## src/rtl/bgc_pkg.sv

```systemverilog
// Shared constants, codes and types for the breakpoint gain curve table.
// Used by the controller, the datapath, the top level and the checker.
// Depends on nothing.
package bgc_pkg;

  localparam int MAX_POINTS  = 64;
  localparam int FREQ_BITS   = 20;
  localparam int GAIN_BITS   = 16;
  localparam int ADDR_BITS   = $clog2(MAX_POINTS);
  localparam int PTR_BITS    = $clog2(MAX_POINTS + 1);
  localparam int CMD_BITS    = 3;
  localparam int IDX_BITS    = 6;
  localparam int CNT_BITS    = 7;
  localparam int STATUS_BITS = 2;

  // Divider sizes: the doubled area fits in ACC_BITS, the divisor is a width or twice a width.
  localparam int ACC_BITS  = FREQ_BITS + GAIN_BITS + 2;
  localparam int PROD_BITS = FREQ_BITS + GAIN_BITS + 1;
  localparam int DVS_BITS  = FREQ_BITS + 1;
  localparam int REM_BITS  = FREQ_BITS + 2;
  localparam int DCNT_BITS = $clog2(ACC_BITS + 1);

  localparam logic [GAIN_BITS-1:0] GAIN_ONE     = GAIN_BITS'(4096);
  localparam logic [FREQ_BITS-1:0] SEED_LO_FREQ = FREQ_BITS'(320);
  localparam logic [FREQ_BITS-1:0] SEED_HI_FREQ = FREQ_BITS'(320000);

  typedef enum logic [CMD_BITS-1:0] {
    CMD_SET, CMD_REM_IDX, CMD_REM_FREQ, CMD_CLEAR,
    CMD_POINT, CMD_BAND, CMD_MAX, CMD_MEAN
  } cmd_t;

  typedef enum logic [STATUS_BITS-1:0] {
    ST_OK, ST_NOT_FOUND, ST_FULL, ST_INDEX
  } status_t;

  typedef enum logic [2:0] {
    I_HOLD, I_ZERO, I_INC, I_DEC, I_COUNT, I_LAST, I_IDX
  } idx_op_t;

  typedef enum logic [1:0] { RD_I, RD_IM1, RD_IP1 } rd_sel_t;

  typedef enum logic [1:0] { WR_SHIFT, WR_NEW, WR_SEED_LO, WR_SEED_HI } wr_sel_t;

  typedef enum logic [2:0] { C_HOLD, C_INC, C_DEC, C_ZERO, C_TWO } cnt_op_t;

  typedef enum logic [2:0] { Q_HOLD, Q_FA, Q_LO, Q_HI, Q_ZERO } qf_op_t;

  typedef enum logic [1:0] { B_HOLD, B_EDGES, B_LO_RD, B_HI_RD } band_op_t;

  typedef enum logic [2:0] { G_HOLD, G_ONE, G_RD, G_PREV, G_QUOT } gp_op_t;

  typedef enum logic [2:0] { R_HOLD, R_ZERO, R_GP, R_QUOT, R_MAX, R_ONE } res_op_t;

  typedef enum logic [5:0] {
    S_IDLE, S_DECODE, S_DONE,
    S_SET_RD, S_SET_CHK, S_SET_END, S_INS_CHK, S_INS_RD, S_INS_WR,
    S_REM_CHK, S_REM_RD, S_REM_WR, S_RF_RD, S_RF_CHK,
    S_CLR, S_CLR2,
    S_GA_START, S_GA_RD, S_GA_CHK, S_GA_MUL, S_GA_DIVS, S_GA_DIV, S_GP_RES,
    S_BD_GLO, S_BD_GHI, S_BD_SC0, S_BD_RD, S_BD_CHK, S_BD_ADD,
    S_BD_LAST, S_BD_LADD, S_BD_DIVS, S_BD_DIV,
    S_MX_RD, S_MX_CHK, S_TM_RD0, S_TM_CHK0, S_TM_RD1, S_TM_CHK1
  } state_t;

  // Commands from the controller to the datapath.
  typedef struct packed {
    logic     load_in;
    idx_op_t  i_op;
    rd_sel_t  rd_sel;
    logic     wr_en;
    wr_sel_t  wr_sel;
    cnt_op_t  cnt_op;
    logic     pos_load;
    qf_op_t   qf_op;
    band_op_t band_op;
    logic     gx_init;
    logic     ghi_load;
    logic     acc_clr;
    logic     piece_mul;
    logic     last_mul;
    logic     acc_add;
    logic     prev_load;
    logic     seg_load;
    logic     seg_mul;
    logic     div_seg;
    logic     div_band;
    gp_op_t   gp_op;
    res_op_t  res_op;
    logic     st_load;
    status_t  st_val;
    logic     out_load;
  } dp_cmd_t;

  // Status from the datapath to the controller.
  typedef struct packed {
    cmd_t cmd;
    logic cnt_zero;
    logic cnt_lt2;
    logic cnt_full;
    logic i_eq_cnt;
    logic i_zero;
    logic i_eq_pos;
    logic i1_ge_cnt;
    logic idx_ge_cnt;
    logic fa_eq_fb;
    logic g_is_one;
    logic rd_eq_fa;
    logic rd_gt_fa;
    logic rd_gt_qf;
    logic rd_in_band;
    logic div_done;
  } dp_stat_t;

endpackage

```

## src/rtl/bgc_ctrl.sv

```systemverilog
// Controller state machine of the breakpoint gain curve table.
// Sequences table scans, shifts, queries and divisions; depends on bgc_pkg.
module bgc_ctrl import bgc_pkg::*; (
  input  logic     clk,
  input  logic     rst,
  input  logic     in_valid,
  output logic     in_stall,
  output logic     out_valid,
  input  logic     out_stall,
  input  dp_stat_t stat,
  output dp_cmd_t  c
);

  state_t state, state_next;
  state_t ret, ret_next;
  logic   out_free;

  assign out_free = !out_valid || !out_stall;
  assign in_stall = (state != S_IDLE);

  // State, return point of the gain lookup, and output valid flag.
  always_ff @(posedge clk) begin
    if (rst) begin
      state     <= S_IDLE;
      ret       <= S_IDLE;
      out_valid <= 1'b0;
    end else begin
      state <= state_next;
      ret   <= ret_next;
      if (c.out_load) begin
        out_valid <= 1'b1;
      end else if (!out_stall) begin
        out_valid <= 1'b0;
      end
    end
  end

  // Next state.
  always_comb begin
    state_next = state;
    ret_next   = ret;
    case (state)
      S_IDLE: begin
        if (in_valid) state_next = S_DECODE;
      end
      S_DECODE: begin
        case (stat.cmd)
          CMD_SET:      state_next = S_SET_RD;
          CMD_REM_IDX:  state_next = stat.idx_ge_cnt ? S_DONE : S_REM_CHK;
          CMD_REM_FREQ: state_next = S_RF_RD;
          CMD_CLEAR:    state_next = S_CLR;
          CMD_POINT: begin
            ret_next   = S_GP_RES;
            state_next = S_GA_START;
          end
          CMD_BAND: begin
            if (stat.cnt_lt2 || stat.fa_eq_fb) begin
              ret_next   = S_GP_RES;
              state_next = S_GA_START;
            end else begin
              state_next = S_BD_GLO;
            end
          end
          CMD_MAX: state_next = stat.cnt_zero ? S_DONE : S_MX_RD;
          default: begin
            if (stat.cnt_lt2) begin
              ret_next   = S_GP_RES;
              state_next = S_GA_START;
            end else begin
              state_next = S_TM_RD0;
            end
          end
        endcase
      end
      S_DONE:    if (out_free) state_next = S_IDLE;
      S_SET_RD:  state_next = stat.i_eq_cnt ? S_SET_END : S_SET_CHK;
      S_SET_CHK: begin
        if (stat.rd_eq_fa) state_next = S_DONE;
        else if (stat.rd_gt_fa) state_next = S_SET_END;
        else state_next = S_SET_RD;
      end
      S_SET_END: state_next = stat.cnt_full ? S_DONE : S_INS_CHK;
      S_INS_CHK: state_next = stat.i_eq_pos ? S_DONE : S_INS_RD;
      S_INS_RD:  state_next = S_INS_WR;
      S_INS_WR:  state_next = S_INS_CHK;
      S_REM_CHK: state_next = stat.i1_ge_cnt ? S_DONE : S_REM_RD;
      S_REM_RD:  state_next = S_REM_WR;
      S_REM_WR:  state_next = S_REM_CHK;
      S_RF_RD:   state_next = stat.i_eq_cnt ? S_DONE : S_RF_CHK;
      S_RF_CHK:  state_next = stat.rd_eq_fa ? S_REM_CHK : S_RF_RD;
      S_CLR:     state_next = stat.g_is_one ? S_DONE : S_CLR2;
      S_CLR2:    state_next = S_DONE;
      S_GA_START: state_next = stat.cnt_zero ? ret : S_GA_RD;
      S_GA_RD:   state_next = stat.i_eq_cnt ? ret : S_GA_CHK;
      S_GA_CHK: begin
        if (stat.rd_gt_qf) state_next = stat.i_zero ? ret : S_GA_MUL;
        else state_next = S_GA_RD;
      end
      S_GA_MUL:  state_next = S_GA_DIVS;
      S_GA_DIVS: state_next = S_GA_DIV;
      S_GA_DIV:  if (stat.div_done) state_next = ret;
      S_GP_RES:  state_next = S_DONE;
      S_BD_GLO: begin
        ret_next   = S_BD_GHI;
        state_next = S_GA_START;
      end
      S_BD_GHI: begin
        ret_next   = S_BD_SC0;
        state_next = S_GA_START;
      end
      S_BD_SC0:  state_next = S_BD_RD;
      S_BD_RD:   state_next = stat.i_eq_cnt ? S_BD_LAST : S_BD_CHK;
      S_BD_CHK:  state_next = stat.rd_in_band ? S_BD_ADD : S_BD_RD;
      S_BD_ADD:  state_next = S_BD_RD;
      S_BD_LAST: state_next = S_BD_LADD;
      S_BD_LADD: state_next = S_BD_DIVS;
      S_BD_DIVS: state_next = S_BD_DIV;
      S_BD_DIV:  if (stat.div_done) state_next = S_DONE;
      S_MX_RD:   state_next = stat.i_eq_cnt ? S_DONE : S_MX_CHK;
      S_MX_CHK:  state_next = S_MX_RD;
      S_TM_RD0:  state_next = S_TM_CHK0;
      S_TM_CHK0: state_next = S_TM_RD1;
      S_TM_RD1:  state_next = S_TM_CHK1;
      S_TM_CHK1: state_next = S_BD_GLO;
      default:   state_next = S_IDLE;
    endcase
  end

  // Datapath commands for each state.
  always_comb begin
    c = '0;
    case (state)
      S_IDLE: c.load_in = in_valid;
      S_DECODE: begin
        c.res_op  = R_ZERO;
        c.st_load = 1'b1;
        c.st_val  = ST_OK;
        c.i_op    = I_ZERO;
        case (stat.cmd)
          CMD_REM_IDX: begin
            if (stat.idx_ge_cnt) c.st_val = ST_INDEX;
            else c.i_op = I_IDX;
          end
          CMD_POINT: c.qf_op = Q_FA;
          CMD_BAND: begin
            if (stat.cnt_lt2 || stat.fa_eq_fb) c.qf_op = Q_FA;
            else c.band_op = B_EDGES;
          end
          CMD_MAX: if (stat.cnt_zero) c.res_op = R_ONE;
          CMD_MEAN: if (stat.cnt_lt2) c.qf_op = Q_ZERO;
          default: ;
        endcase
      end
      S_DONE: c.out_load = out_free;
      S_SET_CHK: begin
        if (stat.rd_eq_fa) begin
          c.wr_en  = 1'b1;
          c.wr_sel = WR_NEW;
        end else if (!stat.rd_gt_fa) begin
          c.i_op = I_INC;
        end
      end
      S_SET_END: begin
        if (stat.cnt_full) begin
          c.st_load = 1'b1;
          c.st_val  = ST_FULL;
        end else begin
          c.pos_load = 1'b1;
          c.i_op     = I_COUNT;
        end
      end
      S_INS_CHK: begin
        if (stat.i_eq_pos) begin
          c.wr_en  = 1'b1;
          c.wr_sel = WR_NEW;
          c.cnt_op = C_INC;
        end
      end
      S_INS_RD: c.rd_sel = RD_IM1;
      S_INS_WR: begin
        c.wr_en  = 1'b1;
        c.wr_sel = WR_SHIFT;
        c.i_op   = I_DEC;
      end
      S_REM_CHK: if (stat.i1_ge_cnt) c.cnt_op = C_DEC;
      S_REM_RD:  c.rd_sel = RD_IP1;
      S_REM_WR: begin
        c.wr_en  = 1'b1;
        c.wr_sel = WR_SHIFT;
        c.i_op   = I_INC;
      end
      S_RF_RD: begin
        if (stat.i_eq_cnt) begin
          c.st_load = 1'b1;
          c.st_val  = ST_NOT_FOUND;
        end
      end
      S_RF_CHK: if (!stat.rd_eq_fa) c.i_op = I_INC;
      S_CLR: begin
        c.cnt_op = C_ZERO;
        if (!stat.g_is_one) begin
          c.wr_en  = 1'b1;
          c.wr_sel = WR_SEED_LO;
          c.i_op   = I_INC;
        end
      end
      S_CLR2: begin
        c.wr_en  = 1'b1;
        c.wr_sel = WR_SEED_HI;
        c.cnt_op = C_TWO;
      end
      S_GA_START: begin
        if (stat.cnt_zero) c.gp_op = G_ONE;
        c.i_op = I_ZERO;
      end
      S_GA_RD: if (stat.i_eq_cnt) c.gp_op = G_PREV;
      S_GA_CHK: begin
        if (stat.rd_gt_qf) begin
          if (stat.i_zero) c.gp_op = G_RD;
          else c.seg_load = 1'b1;
        end else begin
          c.prev_load = 1'b1;
          c.i_op      = I_INC;
        end
      end
      S_GA_MUL:  c.seg_mul = 1'b1;
      S_GA_DIVS: c.div_seg = 1'b1;
      S_GA_DIV:  if (stat.div_done) c.gp_op = G_QUOT;
      S_GP_RES:  c.res_op = R_GP;
      S_BD_GLO:  c.qf_op = Q_LO;
      S_BD_GHI: begin
        c.gx_init = 1'b1;
        c.qf_op   = Q_HI;
      end
      S_BD_SC0: begin
        c.ghi_load = 1'b1;
        c.acc_clr  = 1'b1;
        c.i_op     = I_ZERO;
      end
      S_BD_CHK: begin
        c.i_op      = I_INC;
        c.piece_mul = stat.rd_in_band;
      end
      S_BD_ADD:  c.acc_add = 1'b1;
      S_BD_LAST: c.last_mul = 1'b1;
      S_BD_LADD: c.acc_add = 1'b1;
      S_BD_DIVS: c.div_band = 1'b1;
      S_BD_DIV:  if (stat.div_done) c.res_op = R_QUOT;
      S_MX_CHK: begin
        c.res_op = R_MAX;
        c.i_op   = I_INC;
      end
      S_TM_CHK0: begin
        c.band_op = B_LO_RD;
        c.i_op    = I_LAST;
      end
      S_TM_CHK1: c.band_op = B_HI_RD;
      default: ;
    endcase
  end

endmodule

```

## config.mk

```make
export PLATFORM = sky130hd
export DESIGN_NAME = bgc_ctrl
export DESIGN_NICKNAME = d
export VERILOG_FILES = /design/src/rtl/bgc_pkg.sv /design/src/rtl/bgc_ctrl.sv
export SDC_FILE = /design/constraint.sdc
export NUM_CORES = 1
export LEC_CHECK = 0
export BUFFER_PORTS_ARGS = -buffer_cell sky130_fd_sc_hd__buf_4
export CORE_MARGIN = 1.5
export CORE_UTILIZATION = 40
export DETAILED_ROUTE_END_ITERATION = 8
export PLACE_DENSITY = 0.65
export RECOVER_POWER = 50
export SLEW_MARGIN = 25
export SYNTH_ARGS = -nofsm -noshare
export SYNTH_HDL_FRONTEND = slang
export SYNTH_SLANG_ARGS = --single-unit
```

## constraint.sdc

```tcl
create_clock -name clk -period 3.53 [get_ports clk]
set_clock_uncertainty 0.05 [all_clocks]
set_input_delay 0.8825 -clock clk [delete_from_list [all_inputs] [get_ports clk]]
set_output_delay 0.8825 -clock clk [all_outputs]
set_load 0.02 [all_outputs]
```

==> impl_metrics.env, run 1 <==
export IMPL_maxSlewViolCount=0
export IMPL_vdd_drop_max_mv=0.277
export IMPL_antenna_found_initial=0
export IMPL_slew_headroom=0.551
export IMPL_yosysSeqAreaShare=0.114
export IMPL_clkSlewWorstSetupHoldPaths_ps=50
export IMPL_vias_per_cell=6.40
export IMPL_drive_gt1_frac=0.215
export IMPL_cts_sinks=11
export IMPL_path_max_fanout=16
export IMPL_num_antenna_cells=0
export IMPL_areaGrowthSynthToFinish_pct=23.6
export IMPL_ys_warn_count=0
export IMPL_synth_largest_area_cell="dfxtp_1"
export IMPL_totalPowerFinal_uw=1110
export IMPL_yosys_most_used_dff="dfxtp_1"
export IMPL_setup_viol=0
export IMPL_fmax_ghz=0.295
export IMPL_grt_pass1_vias=2274
export IMPL_worst_pin_slew_ps=664
export IMPL_cts_setup_buffers=0
export IMPL_cap_violations=0
export IMPL_synth_fp_nets=325
export IMPL_syn_inst=303
export IMPL_ctsResizeCount=0
export IMPL_die_w_um=72.4
export IMPL_min_period_ps=3390
export IMPL_syn_area_um2=1930
export IMPL_netlist_area_leader_share=0.114
export IMPL_fin_crit_sh=0.961
export IMPL_start_util=0.411
export IMPL_mostFrequentLayoutCell="buf_4"
export IMPL_drc=0
export IMPL_nFillCells=522
export IMPL_grt_pass1_wl_mm=11.3
export IMPL_avgSynthCellArea_um2=6.36
export IMPL_min_path_type="flop to flop"
export IMPL_track_usage=0.274
export IMPL_h_tree_depth=1
export IMPL_core_um2=4690
export IMPL_hold_viol=0
export IMPL_worstSkewPairLatency_ps=240
export IMPL_grt_ovfl_total=0
export IMPL_grt_setup_unrepaired="false"
export IMPL_grt_max_degree=23
export IMPL_worstPathCellList="or2_0 -> a21oi_1 -> o21ai_0 -> nand2_1 -> buf_4"
export IMPL_vias=2578
export IMPL_criticalPathCategory="flop to output port"
export IMPL_cts_tree="yes"
export IMPL_port_buffer_count=62
export IMPL_place_congestion=0.965
export IMPL_clockBufferDepth=2
export IMPL_arrival_ps=2460
export IMPL_synth_edff_count=0
export IMPL_cts_buffers=3
export IMPL_hpwlAfterDp_mm=5.63
export IMPL_layout_common_cells="buf_4 (61), nand2_1 (31), nor2_1 (28)"
export IMPL_yosysUniqueCellTypes=66
export IMPL_finalWirelength_mm=7.31
export IMPL_die_h_um=72.4
export IMPL_p_per_area_nw_per_um2=467
export IMPL_max_stage_delay_ps=680
export IMPL_status="complete, no violations"
export IMPL_root_buffer="clkbuf_8"
export IMPL_layout_nets=372
export IMPL_crit_path_start_kind="flop"
export IMPL_dieArea_um2=5250
export IMPL_first_iter_violations=244
export IMPL_post_drt_wl_per_cell_um=18.1
export IMPL_end_kind="output port"
export IMPL_detail_route_antenna_nets=0
export IMPL_synthTopCellsByArea="dfxtp_1 (11%), nand2_1 (6.0%), nor2_1 (5.5%)"
export IMPL_ys_seq_elements=11
export IMPL_ys_async_sr_fraction=0
export IMPL_hold_buffers=0
export IMPL_placementRows=25
export IMPL_first_pass_iters=5
export IMPL_ioPinCount=63
export IMPL_setup_tns_final_ps=0
export IMPL_worst_path_max_delay_cell="dfxtp_1"
export IMPL_leakagePower_uw=0.00100
export IMPL_crit_required_ps=2600
[report_power, final]
part / leakage [uW] / total (uW) / switching (uW) / internal (uW)
Sequential: 0.0000892 / 207 / 62.5 / 144
Clock: 0.0000228 / 131 / 51.4 / 79.7
Combinational: 0.000888 / 776 / 504 / 272
[worst paths after layout]
| kind | from | to | slack, ps | cells after the start |
|---|---|---|---|---|
| worst max-delay path | state[1] | c[36] | 140 | 5 |
| worst min-delay path | ret[4] | ret[4] | 420 | 2 |
| worst max register to register | state[1] | state[2] | 870 | 6 |
| worst min register to register | ret[4] | ret[4] | 420 | 2 |
[layer usage]
metal,track usage,wire (um),up-vias
li1,-,-,1214
met1,0.384,2910,1166
met2,0.423,3300,174
met3,0.0278,775,24
met4,0.124,320,0
met5,0,0,-
[area by class of cell]
class	instances	area, um^2	area share
inverter	11	41.3	0.0173
sequential	11	220	0.0924
tap	54	67.6	0.0283
timing repair buffer	73	504	0.212
multi-input combinational	250	1510	0.631
clock buffer	4	45.0	0.0189
[critical path: cells and delay by family (launching register included)]
| family | cells | cell delay, ps |
|---|---|---|
| flip-flops | 1 | 680 |
| buffers and inverters | 1 | 180 |
| AO/OA/AOI/OAI | 2 | 710 |
| AND/OR/NAND/NOR | 2 | 640 |
[state kept, by name, summed over array words and instances, names as in the netlist]
| signal | flops |
|---|---|
| out_valid | 1 |
| ret | 4 |
| state | 6 |
[metrics by stage]
stage               area (um^2)  instances  worst slack [ps]  hold WS (ps)  utilization
finish                     2380        403               137           424        0.508
global route               2380        403               112           441        0.508
CTS                        2430        403               293           424        0.518
detailed placement         2390        399               562           415        0.509
global placement           2390        399               595           413        0.509
floorplan                  1930        303               565           389            -
[cells in the mapped netlist, types with 10 or more instances]
library cell / number
inv_1: 10
clkbuf_1: 11
buf_2: 12
nand2_1: 31
nand3_1: 14
nor3_1: 16
a21oi_1: 20
nor2b_1: 15
dfxtp_1: 11
nor2_1: 28
o21ai_0: 21
nand2b_1: 13
[kinds of logic (layout without fill, tap and decap cells)]
| family | count (synthesis) | after routing | share of synthesized area |
|---|---|---|---|
| AOI/OAI and AO/OA | 97 | 97 | 0.346 |
| buffers and inverters | 42 | 88 | 0.103 |
| DFF | 11 | 11 | 0.114 |
| muxes | 2 | 2 | 0.0104 |
| and+or+nand+nor | 151 | 151 | 0.426 |
Power figures use the tool's default switching activity.
==> inputs of run 2 (changes only) <==
clock period = 3.64 ns   (was 3.53 ns; I/O delays follow)
==> run 2 against run 1 <==
Sequential power fell by 5%. Via count is 2.7% lower. Final area decreased by 0.79%. Clock power down 7%. Critical path depth unchanged. Global-route usage shrank 0.89 points. Critical path type unchanged. Critical endpoint is now c[21]. Largest cell class unchanged.
==> impl_metrics.env, run 2 (same netlist as run 1, synthesis figures left out) <==
export IMPL_status="complete, no violations"
export IMPL_highest_layer="met4"
export IMPL_die_h_um=72.4
export IMPL_path_max_fanout=13
export IMPL_p_seq_frac=0.188
export IMPL_fmax_ghz=0.301
export IMPL_regToRegSetupSlack_ps=1070
export IMPL_root_buffer="clkbuf_8"
export IMPL_worst_pin_slew_ps=660
export IMPL_core_um2=4690
export IMPL_antenna_found_initial=0
export IMPL_max_stage_delay_ps=640
export IMPL_ctsResizeCount=0
export IMPL_first_iter_violations=294
export IMPL_crit_path_start_kind="flop"
export IMPL_ff2ff_path_depth=7
export IMPL_slew_headroom=0.557
export IMPL_drive_gt1_frac=0.207
export IMPL_p_per_area_nw_per_um2=442
export IMPL_hp_start="ret[4]"
export IMPL_cts_setup_buffers=0
export IMPL_arrival_ps=2360
export IMPL_num_antenna_cells=0
export IMPL_min_period_ps=3320
export IMPL_internal_power_uw=474
export IMPL_startpoint="state[5]"
export IMPL_vias_per_cell=6.24
export IMPL_nFillCells=501
export IMPL_first_pass_iters=5
export IMPL_grt_setup_unrepaired="false"
export IMPL_criticalPathCategory="flop to output port"
export IMPL_setup_viol=0
export IMPL_clockPowerShare=0.116
export IMPL_worstSkewPairLatency_ps=230
export IMPL_crit_required_ps=2680
export IMPL_combPwrFrac=0.696
export IMPL_grt_pass1_wl_mm=11.0
export IMPL_final_cells=402
export IMPL_rr_endpoint="state[1]"
export IMPL_maxSlewViolCount=0
export IMPL_cts_buffers=3
export IMPL_worst_path_max_delay_cell="nor4_4"
export IMPL_hpwlAfterDp_mm=5.41
export IMPL_start_util=0.411
export IMPL_grt_ovfl_total=0
export IMPL_layout_nets=371
export IMPL_min_path_type="flop to flop"
export IMPL_vdd_drop_max_mv=0.286
export IMPL_wl_met3_um=584
export IMPL_finalWirelength_mm=7.00
export IMPL_top_register="state"
export IMPL_setup_tns_final_ps=0
export IMPL_layout_common_cells="buf_4 (58), nand2_1 (31), nor2_1 (28)"
export IMPL_leakagePower_uw=0.000985
export IMPL_end_kind="output port"
export IMPL_dp_cells=398
export IMPL_switching_share=0.546
export IMPL_r2r_start="state[0]"
export IMPL_fin_crit_sh=0.913
export IMPL_cts_tree="yes"
export IMPL_cap_violations=0
export IMPL_mostFrequentLayoutCell="buf_4"
export IMPL_hold_depth=2
export IMPL_placementRows=25
export IMPL_detail_route_antenna_nets=0
export IMPL_wirelength_met1_mm=3.00
export IMPL_areaGrowthSynthToFinish_pct=22.6
export IMPL_wl_met2_mm=3.26
export IMPL_die_w_um=72.4
export IMPL_h_tree_depth=1
export IMPL_hold_buffers=0
export IMPL_hold_end="ret[4]"
export IMPL_port_buffer_count=62
export IMPL_hold_viol=0
export IMPL_vias=2508
export IMPL_reg_top3="state x6, ret x4, out_valid x1"
export IMPL_grt_pass1_vias=2217
export IMPL_ioPinCount=63
export IMPL_cts_sinks=11
export IMPL_p_sw_uw=570
export IMPL_place_congestion=0.910
export IMPL_drc=0
export IMPL_dieArea_um2=5250
export IMPL_clockBufferDepth=2
export IMPL_largest_reg_flops=6
export IMPL_worstPathCellList="nor4_4 -> and2_0 -> nand2_1 -> o41ai_1 -> buf_4"
export IMPL_track_usage=0.265
export IMPL_grt_max_degree=25
export IMPL_clkSlewWorstSetupHoldPaths_ps=50
export IMPL_post_drt_wl_per_cell_um=17.4
==> run 2: cell count changes in the layout (fill, tap and decap cells not counted), sizes merged <==
cell / before / now
buf: 61 / 58
clkbuf: 16 / 18
==> run 2: worst max path at each step <==
stage,slack [ps],cells past startpoint,to
after floorplan,620,3,c[21]
after CTS,380,5,c[2]
after global placement,650,5,c[2]
after global routing,160,5,c[21]
after detailed placement,640,5,c[2]
final,320,5,c[21]
==> run 2: per-layer routing <==
layer | vias to the layer above | track usage
li1 | 1220 | -
met1 | 1140 | 0.369
met2 | 132 | 0.423
met3 | 16 | 0.0167
met4 | 0 | 0.113
met5 | - | 0
==> run 2: cell type report <==
type	count	area, um^2	area share
inverters	11	41.3	0.0175
clock buffers	4	45.0	0.0190
flip-flops and latches	11	220	0.0931
well taps	54	67.6	0.0286
repair buffers	72	488	0.206
multi-input cells	250	1500	0.635
==> run 2: metrics by stage <==
stage | hold WS, ps | util | cell area, um^2 | setup slack (ps) | total power, uW
floorplan | 389 | - | 1930 | 620 | 715
global placement | 410 | 0.507 | 2380 | 652 | 936
detailed placement | 422 | 0.507 | 2380 | 643 | 935
CTS | 431 | 0.517 | 2420 | 380 | 1060
global route | 456 | 0.504 | 2360 | 162 | 1120
finish | 435 | 0.504 | 2360 | 317 | 1040
==> run 2: power by group through the flow <==
| stage | clock network, uW | logic (uW) | registers [uW] |
|---|---|---|---|
| final | 122 | 727 | 196 |
| after CTS | 125 | 741 | 193 |
| after detailed placement | 0 | 739 | 196 |
| after global placement | 0 | 740 | 195 |
| after floorplan | 0 | 556 | 159 |
| after global routing | 129 | 791 | 203 |
==> run 2: worst max-delay path, delay by kind of cell (launching register included) <==
kind | cells | cell delay (ps)
and+or+nand+nor | 3 | 1170
DFF | 1 | 460
buffers and inverters | 1 | 210
AOI/OAI and AO/OA | 1 | 290
==> inputs of run 3 (changes only) <==
MAX_ROUTING_LAYER = met4   (was unset)
==> run 3 against run 2 <==
Via count is 1.6% higher. Global-route usage is 1.7 points higher. First-iteration DRC count is 43% higher. Final area is 0.42% lower. Cell count stayed put. Fmax is 2.9% lower. Sequential share of layout area hardly changed. Critical path type unchanged. Largest cell class unchanged.
==> impl_metrics.env, run 3 (same netlist as run 1, synthesis figures left out) <==
export IMPL_mostFrequentLayoutCell="buf_4"
export IMPL_vdd_drop_max_mv=0.210
export IMPL_cts_buffers=3
export IMPL_top_register="state"
export IMPL_fmax_ghz=0.292
export IMPL_h_tree_depth=1
export IMPL_crit_path_start_kind="flop"
export IMPL_worstSkewPairLatency_ps=240
export IMPL_leakagePower_uw=0.000977
export IMPL_clockBufferDepth=2
export IMPL_die_w_um=72.4
export IMPL_areaGrowthSynthToFinish_pct=22.1
export IMPL_antenna_found_initial=0
export IMPL_port_buffer_count=62
export IMPL_worst_path_max_delay_cell="dfxtp_1"
export IMPL_p_per_area_nw_per_um2=456
export IMPL_detail_route_antenna_nets=0
export IMPL_cap_violations=0
export IMPL_die_h_um=72.4
export IMPL_grt_setup_unrepaired="false"
export IMPL_end_kind="output port"
export IMPL_min_period_ps=3420
export IMPL_ioPinCount=63
export IMPL_nFillCells=515
export IMPL_worst_pin_slew_ps=858
export IMPL_dieArea_um2=5250
export IMPL_grt_max_degree=25
export IMPL_grt_pass1_wl_mm=11.4
export IMPL_ctsResizeCount=0
export IMPL_reg_top3="state x6, ret x4, out_valid x1"
export IMPL_vias_per_cell=6.34
export IMPL_post_drt_wl_per_cell_um=18.3
export IMPL_track_usage=0.282
export IMPL_first_iter_violations=421
export IMPL_dp_slack_ps=597
export IMPL_layout_nets=371
export IMPL_placementRows=25
export IMPL_status="complete, no violations"
export IMPL_hold_viol=0
export IMPL_setup_viol=0
export IMPL_finalWirelength_mm=7.38
export IMPL_hold_buffers=0
export IMPL_min_path_type="flop to flop"
export IMPL_cts_tree="yes"
export IMPL_cts_setup_buffers=0
export IMPL_start_util=0.411
export IMPL_cpLargestDelayFamily="simple AND/OR/NAND/NOR gates"
export IMPL_num_antenna_cells=0
export IMPL_worstPathCellList="clkbuf_2 -> nand2b_1 -> or3_1 -> o31ai_1 -> buf_4"
export IMPL_place_congestion=1.03
export IMPL_setup_tns_final_ps=0
export IMPL_crit_required_ps=2680
export IMPL_fin_crit_sh=0.940
export IMPL_fin_ws_ps=219
export IMPL_drive_gt1_frac=0.201
export IMPL_drc=0
export IMPL_layout_common_cells="buf_4 (56), nand2_1 (31), nor2_1 (28)"
export IMPL_vias=2547
export IMPL_path_buf_inv=2
export IMPL_grt_ovfl_total=0
export IMPL_largest_reg_flops=6
export IMPL_core_um2=4690
export IMPL_root_buffer="clkbuf_8"
export IMPL_arrival_ps=2460
export IMPL_grt_pass1_vias=2265
export IMPL_hpwlAfterDp_mm=5.57
export IMPL_maxSlewViolCount=0
export IMPL_criticalPathCategory="flop to output port"
export IMPL_clkSlewWorstSetupHoldPaths_ps=50
export IMPL_path_max_fanout=24
export IMPL_max_stage_delay_ps=630
export IMPL_first_pass_iters=5
export IMPL_cts_sinks=11
export IMPL_slew_headroom=0.427
## run 3: final timing paths
check                           startpoint  endpoint  slack, ps  cells after the start
worst max register to register    state[5]  state[0]        970                      7
worst min-delay path                ret[0]    ret[0]        440                      2
worst max-delay path              state[3]     c[23]        220                      5
worst min register to register      ret[0]    ret[0]        440                      2
## run 3: per-layer routing
metal / track usage / up-vias / routed length (um)
met5: - / - / 0
met4: 0.113 / 0 / 234
met3: 0.0181 / 27 / 705
met1: 0.381 / 1131 / 2990
met2: 0.439 / 177 / 3450
li1: - / 1212 / -
## run 3: power by group
| part | switching [uW] | internal [uW] | total, uW |
|---|---|---|---|
| Clock | 47.9 | 77.1 | 125 |
| Combinational | 478 | 260 | 738 |
| Sequential | 71.1 | 140 | 211 |
| Total | 597 | 477 | 1070 |
## run 3: stage by stage
stage / cell area, um^2 / total power, uW / hold slack (ps) / util / instances
2_1_floorplan: 1930 / 715 / 389 / - / 303
3_3_place_gp: 2380 / 951 / 412 / 0.507 / 398
3_5_place_dp: 2380 / 949 / 421 / 0.507 / 398
4_1_cts: 2420 / 1080 / 430 / 0.517 / 402
5_1_grt: 2350 / 1130 / 467 / 0.502 / 402
6_report: 2350 / 1070 / 439 / 0.502 / 402
## run 3: area by class of cell
cell class	count	area, um^2	share of cell area
Clock buffer	4	45.0	0.0191
Multi-Input combinational cell	250	1500	0.637
Inverter	11	41.3	0.0175
Sequential cell	11	220	0.0935
Timing Repair Buffer	72	482	0.205
Tap cell	54	67.6	0.0287
## run 3: tightest hold or removal path: cells and delay by family (launching register included)
kind            cells  cell delay (ps)
flops               1              320
compound gates      1               60
simple gates        1               60
